### src/hw/rtl/sbd_pkg.sv
package sbd_pkg;

  localparam logic [7:0] HEADER     = 8'h0F;
  localparam int         DATA_BYTES = 22;
  localparam int         DATA_W     = DATA_BYTES * 8;
  localparam int         RAW_W      = 11;
  localparam int         PW_W       = 12;
  localparam int         PROD_W     = 23;
  localparam int         CFG_IDX_W  = 3;
  localparam int         CFG_DATA_W = 12;

  // byte_count value of the flag byte (last stored byte of a frame)
  localparam logic [4:0] FLAG_IDX  = 5'd22;
  localparam logic [4:0] DIV_STEPS = 5'd23;
  localparam logic [3:0] LAST_CH   = 4'd15;

  typedef struct packed {
    logic [3:0]        flags;
    logic [DATA_W-1:0] data;
  } frame_t;

  typedef struct packed {
    logic empty;
    logic full;
  } q_status_t;

  typedef struct packed {
    logic [RAW_W-1:0] raw_offset;
    logic [RAW_W-1:0] raw_span;
    logic [PW_W-1:0]  out_min;
    logic [PW_W-1:0]  out_span;
  } cfg_t;

  typedef enum logic [CFG_IDX_W-1:0] {
    CFG_RAW_OFFSET = 3'd0,
    CFG_RAW_SPAN   = 3'd1,
    CFG_OUT_MIN    = 3'd2,
    CFG_OUT_SPAN   = 3'd3
  } cfg_idx_t;

  typedef enum logic [1:0] {
    B_IDLE,
    B_MUL,
    B_DIV,
    B_FIN
  } back_state_t;

endpackage

### src/hw/rtl/sbd_if.sv
interface sbd_byte_if;
  logic       valid;
  logic       ready;
  logic [7:0] rx_byte;
  modport source (output valid, output rx_byte, input ready);
  modport sink (input valid, input rx_byte, output ready);
endinterface

interface sbd_result_if;
  logic        valid;
  logic        ready;
  logic [3:0]  channel_index;
  logic [10:0] raw_value;
  logic [11:0] pulse_width;
  logic        failsafe;
  logic        frame_lost;
  logic        digital_ch17;
  logic        digital_ch18;
  logic        last_channel;
  modport source (output valid, output channel_index, output raw_value, output pulse_width,
                  output failsafe, output frame_lost, output digital_ch17,
                  output digital_ch18, output last_channel, input ready);
  modport sink (input valid, input channel_index, input raw_value, input pulse_width,
                input failsafe, input frame_lost, input digital_ch17,
                input digital_ch18, input last_channel, output ready);
endinterface

interface sbd_cfg_if;
  logic        valid;
  logic        ready;
  logic [2:0]  index;
  logic [11:0] data;
  modport source (output valid, output index, output data, input ready);
  modport sink (input valid, input index, input data, output ready);
endinterface

### src/hw/rtl/sbd_front.sv
module sbd_front import sbd_pkg::*; (
  input  logic       clk,
  input  logic       rst,
  sbd_byte_if.sink   rx,
  input  q_status_t  q_stat,
  output logic       push,
  output frame_t     push_frame
);

  logic              in_frame;
  logic [4:0]        byte_count;
  logic [DATA_W-1:0] data;
  logic              take;

  assign rx.ready   = !q_stat.full;
  assign take       = rx.valid && rx.ready;
  assign push       = take && in_frame && (byte_count == FLAG_IDX);
  assign push_frame = '{flags: rx.rx_byte[3:0], data: data};

  always_ff @(posedge clk) begin
    if (rst) begin
      in_frame   <= 1'b0;
      byte_count <= 5'd0;
    end else if (take) begin
      if (!in_frame) begin
        if (rx.rx_byte == HEADER) begin
          in_frame   <= 1'b1;
          byte_count <= 5'd0;
        end
      end else if (byte_count == FLAG_IDX) begin
        in_frame   <= 1'b0;
        byte_count <= 5'd0;
      end else begin
        byte_count <= byte_count + 5'd1;
      end
    end
  end

  // data bytes shift in from the top; byte 1 ends in the low bits
  always_ff @(posedge clk) begin
    if (take && in_frame && (byte_count != FLAG_IDX)) begin
      data <= {rx.rx_byte, data[DATA_W-1:8]};
    end
  end

  a_count_range: assert property (@(posedge clk) disable iff (rst)
    byte_count <= FLAG_IDX)
    else $error("byte_count beyond flag byte");

endmodule

### src/hw/rtl/sbd_queue.sv
module sbd_queue import sbd_pkg::*; #(
  parameter int DEPTH = 2
) (
  input  logic      clk,
  input  logic      rst,
  input  logic      push,
  input  frame_t    push_frame,
  input  logic      pop,
  output frame_t    head,
  output q_status_t q_stat
);

  localparam int AW = $clog2(DEPTH);
  localparam int CW = $clog2(DEPTH + 1);

  frame_t        entries [DEPTH];
  logic [AW-1:0] wr_ptr;
  logic [AW-1:0] rd_ptr;
  logic [CW-1:0] count;

  assign head         = entries[rd_ptr];
  assign q_stat.empty = (count == CW'(0));
  assign q_stat.full  = (count == CW'(DEPTH));

  always_ff @(posedge clk) begin
    if (rst) begin
      wr_ptr <= '0;
      rd_ptr <= '0;
      count  <= '0;
    end else begin
      if (push) begin
        wr_ptr <= (wr_ptr == AW'(DEPTH - 1)) ? '0 : wr_ptr + AW'(1);
      end
      if (pop) begin
        rd_ptr <= (rd_ptr == AW'(DEPTH - 1)) ? '0 : rd_ptr + AW'(1);
      end
      if (push && !pop) begin
        count <= count + CW'(1);
      end else if (pop && !push) begin
        count <= count - CW'(1);
      end
    end
  end

  always_ff @(posedge clk) begin
    if (push) begin
      entries[wr_ptr] <= push_frame;
    end
  end

  a_count_max: assert property (@(posedge clk) disable iff (rst)
    count <= CW'(DEPTH))
    else $error("frame queue count overflow");

  a_push_room: assert property (@(posedge clk) disable iff (rst)
    push |-> !q_stat.full)
    else $error("push into full frame queue");

endmodule

### src/hw/rtl/sbd_back.sv
module sbd_back import sbd_pkg::*; (
  input  logic        clk,
  input  logic        rst,
  input  cfg_t        cfg,
  input  q_status_t   q_stat,
  input  frame_t      head,
  output logic        pop,
  sbd_result_if.source res
);

  back_state_t       state;
  back_state_t       state_next;
  logic [DATA_W-1:0] shreg;
  logic [3:0]        flags;
  logic [3:0]        ch;
  logic              neg;
  logic [RAW_W-1:0]  rem;
  logic [PROD_W-1:0] quo;
  logic [4:0]        step;
  logic              load_out;
  logic              out_valid;

  logic [RAW_W-1:0]  raw;
  logic [RAW_W:0]    diff;
  logic [RAW_W-1:0]  mag;
  logic [PROD_W-1:0] prod;
  logic [RAW_W-1:0]  divisor;
  logic [RAW_W:0]    trial;
  logic [RAW_W:0]    sub;
  logic              ge;
  logic [RAW_W-1:0]  rem_n;
  logic [PROD_W+1:0] qx;
  logic [PROD_W+1:0] sq;
  logic [PROD_W+1:0] pw;
  logic [PW_W-1:0]   pw_clamped;

  assign raw     = shreg[RAW_W-1:0];
  assign diff    = {1'b0, raw} - {1'b0, cfg.raw_offset};
  assign mag     = diff[RAW_W] ? RAW_W'(-diff) : diff[RAW_W-1:0];
  assign prod    = {12'd0, mag} * {11'd0, cfg.out_span};
  assign divisor = (cfg.raw_span == '0) ? RAW_W'(1) : cfg.raw_span;

  // restoring divide, one quotient bit per cycle
  assign trial = {rem, quo[PROD_W-1]};
  assign sub   = trial - {1'b0, divisor};
  assign ge    = trial >= {1'b0, divisor};
  assign rem_n = ge ? sub[RAW_W-1:0] : trial[RAW_W-1:0];

  assign qx = {2'b00, quo};
  assign sq = neg ? -qx : qx;
  assign pw = sq + {13'd0, cfg.out_min};

  always_comb begin
    priority if (pw[PROD_W+1]) begin
      pw_clamped = '0;
    end else if (pw[PROD_W:PW_W] != '0) begin
      pw_clamped = '1;
    end else begin
      pw_clamped = pw[PW_W-1:0];
    end
  end

  always_comb begin
    state_next = state;
    unique case (state)
      B_IDLE: if (!q_stat.empty) state_next = B_MUL;
      B_MUL:  state_next = B_DIV;
      B_DIV:  if (step == DIV_STEPS - 5'd1) state_next = B_FIN;
      B_FIN: begin
        if (load_out) state_next = (ch == LAST_CH) ? B_IDLE : B_MUL;
      end
      default: state_next = B_IDLE;
    endcase
  end

  always_comb begin
    pop      = (state == B_IDLE) && !q_stat.empty;
    load_out = (state == B_FIN) && (!out_valid || res.ready);
  end

  always_ff @(posedge clk) begin
    if (rst) begin
      state     <= B_IDLE;
      out_valid <= 1'b0;
    end else begin
      state <= state_next;
      if (load_out) begin
        out_valid <= 1'b1;
      end else if (res.ready) begin
        out_valid <= 1'b0;
      end
    end
  end

  always_ff @(posedge clk) begin
    if (pop) begin
      shreg <= head.data;
      flags <= head.flags;
      ch    <= 4'd0;
    end
    if (state == B_MUL) begin
      neg  <= diff[RAW_W];
      quo  <= prod;
      rem  <= '0;
      step <= 5'd0;
    end
    if (state == B_DIV) begin
      rem  <= rem_n;
      quo  <= {quo[PROD_W-2:0], ge};
      step <= step + 5'd1;
    end
    if (load_out) begin
      res.channel_index <= ch;
      res.raw_value     <= raw;
      res.pulse_width   <= pw_clamped;
      res.failsafe      <= flags[3];
      res.frame_lost    <= flags[2];
      res.digital_ch17  <= flags[0];
      res.digital_ch18  <= flags[1];
      res.last_channel  <= (ch == LAST_CH);
      shreg             <= {RAW_W'(0), shreg[DATA_W-1:RAW_W]};
      ch                <= ch + 4'd1;
    end
  end

  assign res.valid = out_valid;

  a_last_tag: assert property (@(posedge clk) disable iff (rst)
    res.valid |-> (res.last_channel == (res.channel_index == LAST_CH)))
    else $error("last_channel does not match channel 15");

  a_pop_nonempty: assert property (@(posedge clk) disable iff (rst)
    pop |-> !q_stat.empty)
    else $error("pop from empty frame queue");

  a_div_steps: assert property (@(posedge clk) disable iff (rst)
    (state == B_DIV) |-> (step < DIV_STEPS))
    else $error("divider ran past its step count");

endmodule

### src/hw/rtl/sbus_frame_decoder.sv
// SBUS frame decoder. Bytes on rx are taken one per cycle while the frame queue has
// room; non-header bytes are dropped while hunting for 0x0F, then 23 bytes are stored
// (22 channel bytes and the flag byte, no footer check). Each completed frame enters a
// QUEUE_DEPTH-entry queue, and the back end turns it into 16 beats on result, one per
// channel, in channel order. Each channel goes through the back end in turn: a multiply
// step, the bit-serial divider, then a load of the output register, which waits while
// result is stalled. Pulse width is trunc((raw - raw_offset) * out_span / raw_span) +
// out_min, clamped to 0..4095, with raw_span of zero taken as one. Config writes are
// accepted every cycle; write them only while no frame is in flight.
module sbus_frame_decoder import sbd_pkg::*; #(
  parameter int QUEUE_DEPTH = 2
) (
  input  logic        clk,
  input  logic        rst,
  sbd_byte_if.sink    rx,
  sbd_result_if.source result,
  sbd_cfg_if.sink     cfg
);

  cfg_t      cfg_regs;
  q_status_t q_stat;
  logic      push;
  frame_t    push_frame;
  logic      pop;
  frame_t    head;

  assign cfg.ready = 1'b1;

  always_ff @(posedge clk) begin
    if (rst) begin
      cfg_regs.raw_offset <= 11'd352;
      cfg_regs.raw_span   <= 11'd1344;
      cfg_regs.out_min    <= 12'd1000;
      cfg_regs.out_span   <= 12'd1000;
    end else if (cfg.valid) begin
      unique case (cfg.index)
        CFG_RAW_OFFSET: cfg_regs.raw_offset <= cfg.data[RAW_W-1:0];
        CFG_RAW_SPAN:   cfg_regs.raw_span   <= cfg.data[RAW_W-1:0];
        CFG_OUT_MIN:    cfg_regs.out_min    <= cfg.data;
        CFG_OUT_SPAN:   cfg_regs.out_span   <= cfg.data;
        default: ;
      endcase
    end
  end

  sbd_front u_front (
    .clk        (clk),
    .rst        (rst),
    .rx         (rx),
    .q_stat     (q_stat),
    .push       (push),
    .push_frame (push_frame)
  );

  sbd_queue #(
    .DEPTH (QUEUE_DEPTH)
  ) u_queue (
    .clk        (clk),
    .rst        (rst),
    .push       (push),
    .push_frame (push_frame),
    .pop        (pop),
    .head       (head),
    .q_stat     (q_stat)
  );

  sbd_back u_back (
    .clk    (clk),
    .rst    (rst),
    .cfg    (cfg_regs),
    .q_stat (q_stat),
    .head   (head),
    .pop    (pop),
    .res    (result)
  );

endmodule
### src/flat_wrapper.sv
// flat-port wrapper written by rule: the top's interface ports become plain ports
module sbus_frame_decoder_flat import sbd_pkg::*;
#(
  parameter int QUEUE_DEPTH = 2
)
  (clk, rst, rx_valid, rx_rx_byte, rx_ready, result_valid, result_channel_index, result_raw_value, result_pulse_width, result_failsafe, result_frame_lost, result_digital_ch17, result_digital_ch18, result_last_channel, result_ready, cfg_valid, cfg_index, cfg_data, cfg_ready);
  sbd_byte_if rx_i ();
  sbd_result_if result_i ();
  sbd_cfg_if cfg_i ();
  input  logic clk;
  input  logic rst;
  input wire logic [$bits(rx_i.valid)-1:0] rx_valid;
  input wire logic [$bits(rx_i.rx_byte)-1:0] rx_rx_byte;
  output wire logic [$bits(rx_i.ready)-1:0] rx_ready;
  output wire logic [$bits(result_i.valid)-1:0] result_valid;
  output wire logic [$bits(result_i.channel_index)-1:0] result_channel_index;
  output wire logic [$bits(result_i.raw_value)-1:0] result_raw_value;
  output wire logic [$bits(result_i.pulse_width)-1:0] result_pulse_width;
  output wire logic [$bits(result_i.failsafe)-1:0] result_failsafe;
  output wire logic [$bits(result_i.frame_lost)-1:0] result_frame_lost;
  output wire logic [$bits(result_i.digital_ch17)-1:0] result_digital_ch17;
  output wire logic [$bits(result_i.digital_ch18)-1:0] result_digital_ch18;
  output wire logic [$bits(result_i.last_channel)-1:0] result_last_channel;
  input wire logic [$bits(result_i.ready)-1:0] result_ready;
  input wire logic [$bits(cfg_i.valid)-1:0] cfg_valid;
  input wire logic [$bits(cfg_i.index)-1:0] cfg_index;
  input wire logic [$bits(cfg_i.data)-1:0] cfg_data;
  output wire logic [$bits(cfg_i.ready)-1:0] cfg_ready;
  assign rx_i.valid = rx_valid;
  assign rx_i.rx_byte = rx_rx_byte;
  assign rx_ready = rx_i.ready;
  assign result_valid = result_i.valid;
  assign result_channel_index = result_i.channel_index;
  assign result_raw_value = result_i.raw_value;
  assign result_pulse_width = result_i.pulse_width;
  assign result_failsafe = result_i.failsafe;
  assign result_frame_lost = result_i.frame_lost;
  assign result_digital_ch17 = result_i.digital_ch17;
  assign result_digital_ch18 = result_i.digital_ch18;
  assign result_last_channel = result_i.last_channel;
  assign result_i.ready = result_ready;
  assign cfg_i.valid = cfg_valid;
  assign cfg_i.index = cfg_index;
  assign cfg_i.data = cfg_data;
  assign cfg_ready = cfg_i.ready;
  sbus_frame_decoder #(.QUEUE_DEPTH(QUEUE_DEPTH)) u_core (.clk(clk), .rst(rst), .rx(rx_i), .result(result_i), .cfg(cfg_i));
endmodule
### config.mk
export PLATFORM = sky130hd
export DESIGN_NAME = sbus_frame_decoder_flat
export DESIGN_NICKNAME = d
export VERILOG_FILES = /design/src/hw/rtl/sbd_pkg.sv /design/src/hw/rtl/sbd_if.sv /design/src/hw/rtl/sbd_front.sv /design/src/hw/rtl/sbd_queue.sv /design/src/hw/rtl/sbd_back.sv /design/src/hw/rtl/sbus_frame_decoder.sv /design/src/flat_wrapper.sv
export SDC_FILE = /design/constraint.sdc
export NUM_CORES = 1
export LEC_CHECK = 0
export ABC_AREA = 1
export BUFFER_PORTS_ARGS = -buffer_cell sky130_fd_sc_hd__buf_2
export CAP_MARGIN = 20
export CORE_MARGIN = 2
export CORE_UTILIZATION = 55
export DETAILED_ROUTE_END_ITERATION = 8
export HOLD_SLACK_MARGIN = 0.15
export PLACE_DENSITY = 0.7
export SYNTH_ARGS = -nofsm -noshare
export SYNTH_HDL_FRONTEND = slang
export SYNTH_SLANG_ARGS = --single-unit
export TNS_END_PERCENT = 100
### constraint.sdc
create_clock -name clk -period 20.5 [get_ports clk]
set_clock_uncertainty 0.2 [all_clocks]
set_input_delay 1.025 -clock clk [delete_from_list [all_inputs] [get_ports clk]]
set_output_delay 1.025 -clock clk [all_outputs]
set_load 0.05 [all_outputs]
==> summary by stage <==
Outcome
The flow ran to the end, and the final reports show no timing, DRC or antenna violations.

Route
The via total after detailed routing is 23100. After detailed routing, the total wire length is 79400 µm. Once detail routing completed, the nets flagged for antenna violations numbered 0. After detailed routing, the number of vias per cell comes to 5.40. For this run, design rule violations remaining after detail routing come to 0. The number of detailed-route iterations in the first pass is 8.

After detailed routing, the average wire length per cell comes to 18.6 µm. After the first detailed-routing iteration, the DRC count stood at 1963.

Clock network
The TritonCTS clock tree is yes. The total clock buffers created by CTS is 85. At the later pin of the worst-skew pair, clock insertion delay measures 0.64 ns.

Clock-pin slew was measured on the worst setup and hold paths at 0.07 ns. The post-CTS setup repair buffer count is 0. The tree is rooted in a sky130_fd_sc_hd__clkbuf_16. After clock tree synthesis, the repair step resized 0 gates.

The H-tree depth reported by CTS is 3. The number of buffers between clock root and the deepest sink is 3. The tree built by TritonCTS fans out to 852 sinks. The hold buffer count at cts is 0.

Logic synthesis
Synthesis produced a netlist whose cell count is 3269. The mean instance size in the synthesized netlist is 11.6 µm². The adder-cell share of the synthesized area is 0.0839. Among all cell types in the netlist, the one instantiated most often is sky130_fd_sc_hd__edfxtp_1. The portion of the post-synthesis area used by sequential elements is 0.656.

The area fraction in compound gates after synthesis is 0.0836. Of the total synthesized cell area, the portion taken by AND, OR, NAND and NOR gates is 0.105. Yosys printed 0 warnings. The prevailing post-synth register cell is sky130_fd_sc_hd__edfxtp_1. Counting flops with an async set or reset pin after synthesis yields a share of 0. Measured against the total synthesized area, the mux share comes to 0.00119. The number of enable flip-flop cells after synthesis is 781. Counting distinct cell types in the post-synthesis netlist gives 54. Summed over all instances, the cell type with the most area after synthesis is sky130_fd_sc_hd__edfxtp_1. The netlist area before placement is 37900 µm².

The total nets after synthesis is 3496. After synthesis, the most frequently instantiated cells are sky130_fd_sc_hd__edfxtp_1, sky130_fd_sc_hd__nand2_1, sky130_fd_sc_hd__inv_1. Of the post-synthesis cell area, the dominant cell type holds 0.618. The parity-gate share of the synthesized area counting xor and xnor cells is 0.0126. Yosys attributes the largest share of cell area to sky130_fd_sc_hd__edfxtp_1, sky130_fd_sc_hd__nand2_1, sky130_fd_sc_hd__o21ai_0. The largest family of logic cells by synthesized area is simple AND/OR/NAND/NOR gates.

Counting flops and latches in the post-synthesis netlist gives 852.

Placed design
The number of buffer cells added on primary ports is 61. The congestion estimate from routability-driven global placement came to 0.913. The final HPWL from detailed placement is 51200 µm.

Global routing
The via count of the first global-routing pass was 23200. The global-route wire length before repair is 126000 µm. The maximum number of pins on one net before global-route repair is 175. The overflow left after global routing is 0. The initial antenna violation count came to 1.

For this run, the total global-route usage over all layers was measured as 0.228.

Setup path
The family with the most delay on the worst path is adder cells. The largest single stage delay on the critical path is 0.56 ns. The critical path data required time is 20.66 ns. The worst register-to-register path begins at u_core.u_back.shreg[0]. The last element of the critical path is u_core.u_back.quo[20]. The buffer and inverter count on the worst path is 8. The library cell appearing most often on the critical path is sky130_fd_sc_hd__inv_1. Across all register-to-register paths, the minimum setup slack is 12.46 ns. The worst-case reg-to-reg path depth is 35. The kind of critical path is reg2reg.

STA classifies the critical path startpoint as a register. STA classifies the critical path endpoint as a register. The capture point of the worst reg-to-reg path is u_core.u_back.quo[20]. The slowest stage of the critical path is the sky130_fd_sc_hd__fa_1 cell.

The largest fanout of any net on the critical path is 9. The launch point of the critical path is u_core.u_back.shreg[0]. The critical path depth is 35. At the worst endpoint, the arrival time is 8.20 ns.

Timing
The total of endpoints with negative setup slack in the final report is 0. The clock period could shrink to 8.04 ns. In the finished design, the share of the clock period the worst path needs comes to 0.392. Setup repair after global routing left no endpoint under its margin.

The final count of hold timing violations is 0. Based on the critical path, the design can be clocked at up to 0.124 GHz. The relative slew slack is 0.297.

Adding up every negative setup slack in the final design gives 0 ns. The final number of max-transition violations is 0. For the pin with the worst max-slew slack, the measured transition is 1.05 ns.

Final layout
The ratio of cells with drive above 1 in the final layout is 0.0775. The number of nets in the layout is 3552. The area overhead of the layout relative to synthesis is 10.3%.

Floorplan
The row count is 96. The overall die width is 267 µm. The area of the core is 68500 µm². The total die area is 71100 µm². The initial utilization of the core area, before any placement, comes to 0.554.

In this run the count of I/O pins placed on the die edge is 63. Measured along the y axis, the die boundary spans 267 µm.

Run
The max-capacitance violation count is 0.

Min path
The path type of the worst min-delay path is reg2reg. The worst hold path passes through 0 cells.
worst register-to-register path, delay by kind of cell, from the launching register on:
family | cells | cell delay, ns
buffers and inverters | 8 | 0.82
AOI/OAI and AO/OA | 7 | 1.08
DFF | 1 | 0.39
xor gates and xnor gates | 1 | 0.33
adders and majority gates | 8 | 3.44
and+or+nand+nor | 11 | 1.51
flip-flops by register name (all words and copies together), names as in the netlist, 5 cells and up, named ones only:
signal,flops
u_core.cfg_regs,46
u_core.u_back.step,5
u_core.u_queue.entries,360
u_core.u_back.rem,11
u_core.u_back.res.raw_value,11
u_core.u_back.quo,23
u_core.u_back.shreg,176
u_core.u_front.byte_count,5
u_core.u_front.data,176
u_core.u_back.res.pulse_width,12
metal layers:
metal,up-vias,wire length (µm),track usage
met5,-,0,0
met1,11300,34900,0.313
li1,11200,-,-
met4,0,2100,0.0717
met3,113,3850,0.0313
met2,546,38600,0.378
kinds of logic (layout without fill, tap and decap cells):
| group | Yosys count | count (layout) |
|---|---|---|
| other | 1 | 2 |
| adder cells (fa/ha/maj) | 199 | 199 |
| flip-flops | 852 | 852 |
| multiplexers | 4 | 4 |
| AO/OA/AOI/OAI | 613 | 613 |
| AND/OR/NAND/NOR | 967 | 967 |
| XOR/XNOR | 53 | 53 |
| buffers and inverters | 580 | 706 |
metrics by stage:
| step | util | worst slack (ns) | area [µm²] | instances | hold WS (ns) |
|---|---|---|---|---|---|
| 2_1_floorplan | - | 10.64 | 37900 | 3269 | 0.200 |
| 3_3_place_gp | 0.571 | 12.69 | 39100 | 4119 | 0.201 |
| 3_5_place_dp | 0.571 | 12.53 | 39100 | 4119 | 0.206 |
| 4_1_cts | 0.611 | 12.52 | 41800 | 4276 | 0.218 |
| 5_1_grt | 0.611 | 11.78 | 41800 | 4277 | 0.234 |
| 6_report | 0.611 | 12.46 | 41800 | 4278 | 0.220 |
cell usage in the layout (no fill, tap or decap), types with 3 or more instances in the layout:
cell                         instances
sky130_fd_sc_hd__a211oi_1            3
sky130_fd_sc_hd__a21o_1              6
sky130_fd_sc_hd__a21oi_1           130
sky130_fd_sc_hd__a31oi_1             3
sky130_fd_sc_hd__buf_12              3
sky130_fd_sc_hd__buf_2              61
sky130_fd_sc_hd__buf_4              17
sky130_fd_sc_hd__bufinv_16           4
sky130_fd_sc_hd__clkbuf_1           15
sky130_fd_sc_hd__clkbuf_16          89
sky130_fd_sc_hd__clkinv_1           27
sky130_fd_sc_hd__clkinv_2           15
sky130_fd_sc_hd__clkinvlp_4          4
sky130_fd_sc_hd__dfxtp_1            70
sky130_fd_sc_hd__edfxtp_1          781
sky130_fd_sc_hd__fa_1               92
sky130_fd_sc_hd__ha_1              107
sky130_fd_sc_hd__inv_1             461
sky130_fd_sc_hd__inv_6               4
sky130_fd_sc_hd__mux2_2              4
sky130_fd_sc_hd__nand2_1           629
sky130_fd_sc_hd__nand2_2            18
sky130_fd_sc_hd__nand2_4             3
sky130_fd_sc_hd__nand3_1            84
sky130_fd_sc_hd__nand3_2             3
sky130_fd_sc_hd__nand4_1            17
sky130_fd_sc_hd__nor2_1            169
sky130_fd_sc_hd__nor2_2              9
sky130_fd_sc_hd__nor2_4              5
sky130_fd_sc_hd__nor3_1             12
sky130_fd_sc_hd__o211ai_1            7
sky130_fd_sc_hd__o21ai_0           447
sky130_fd_sc_hd__or2_2               6
sky130_fd_sc_hd__xnor2_1            13
sky130_fd_sc_hd__xor2_1             38
how the worst min path moves through the flow:
stage / startpoint / to / slack [ns]
6_report: u_core.u_back.flags[0] / u_core.u_back.res.digital_ch17 / 0.22
5_1_grt: u_core.u_back.flags[1] / u_core.u_back.res.digital_ch18 / 0.23
4_1_cts: u_core.u_back.flags[0] / u_core.u_back.res.digital_ch17 / 0.22
3_5_place_dp: u_core.u_back.flags[0] / u_core.u_back.res.digital_ch17 / 0.21
3_3_place_gp: u_core.u_back.flags[2] / u_core.u_back.res.frame_lost / 0.20
2_1_floorplan: u_core.u_back.flags[0] / u_core.u_back.res.digital_ch17 / 0.20
final cells by class:
class / count / area, µm²
Tap cell: 882 / 1100
Antenna cell: 1 / 2.50
Multi-Input combinational cell: 1837 / 10900
Timing Repair Buffer: 81 / 493
Clock inverter: 52 / 424
Inverter: 468 / 1760
Sequential cell: 852 / 24900
Fill cell: 5265 / 26600
Clock buffer: 105 / 2300
Power is left out: the tool's default activity adds up to more than one toggle a clock period on the data nets, which glitch-free logic cannot reach.
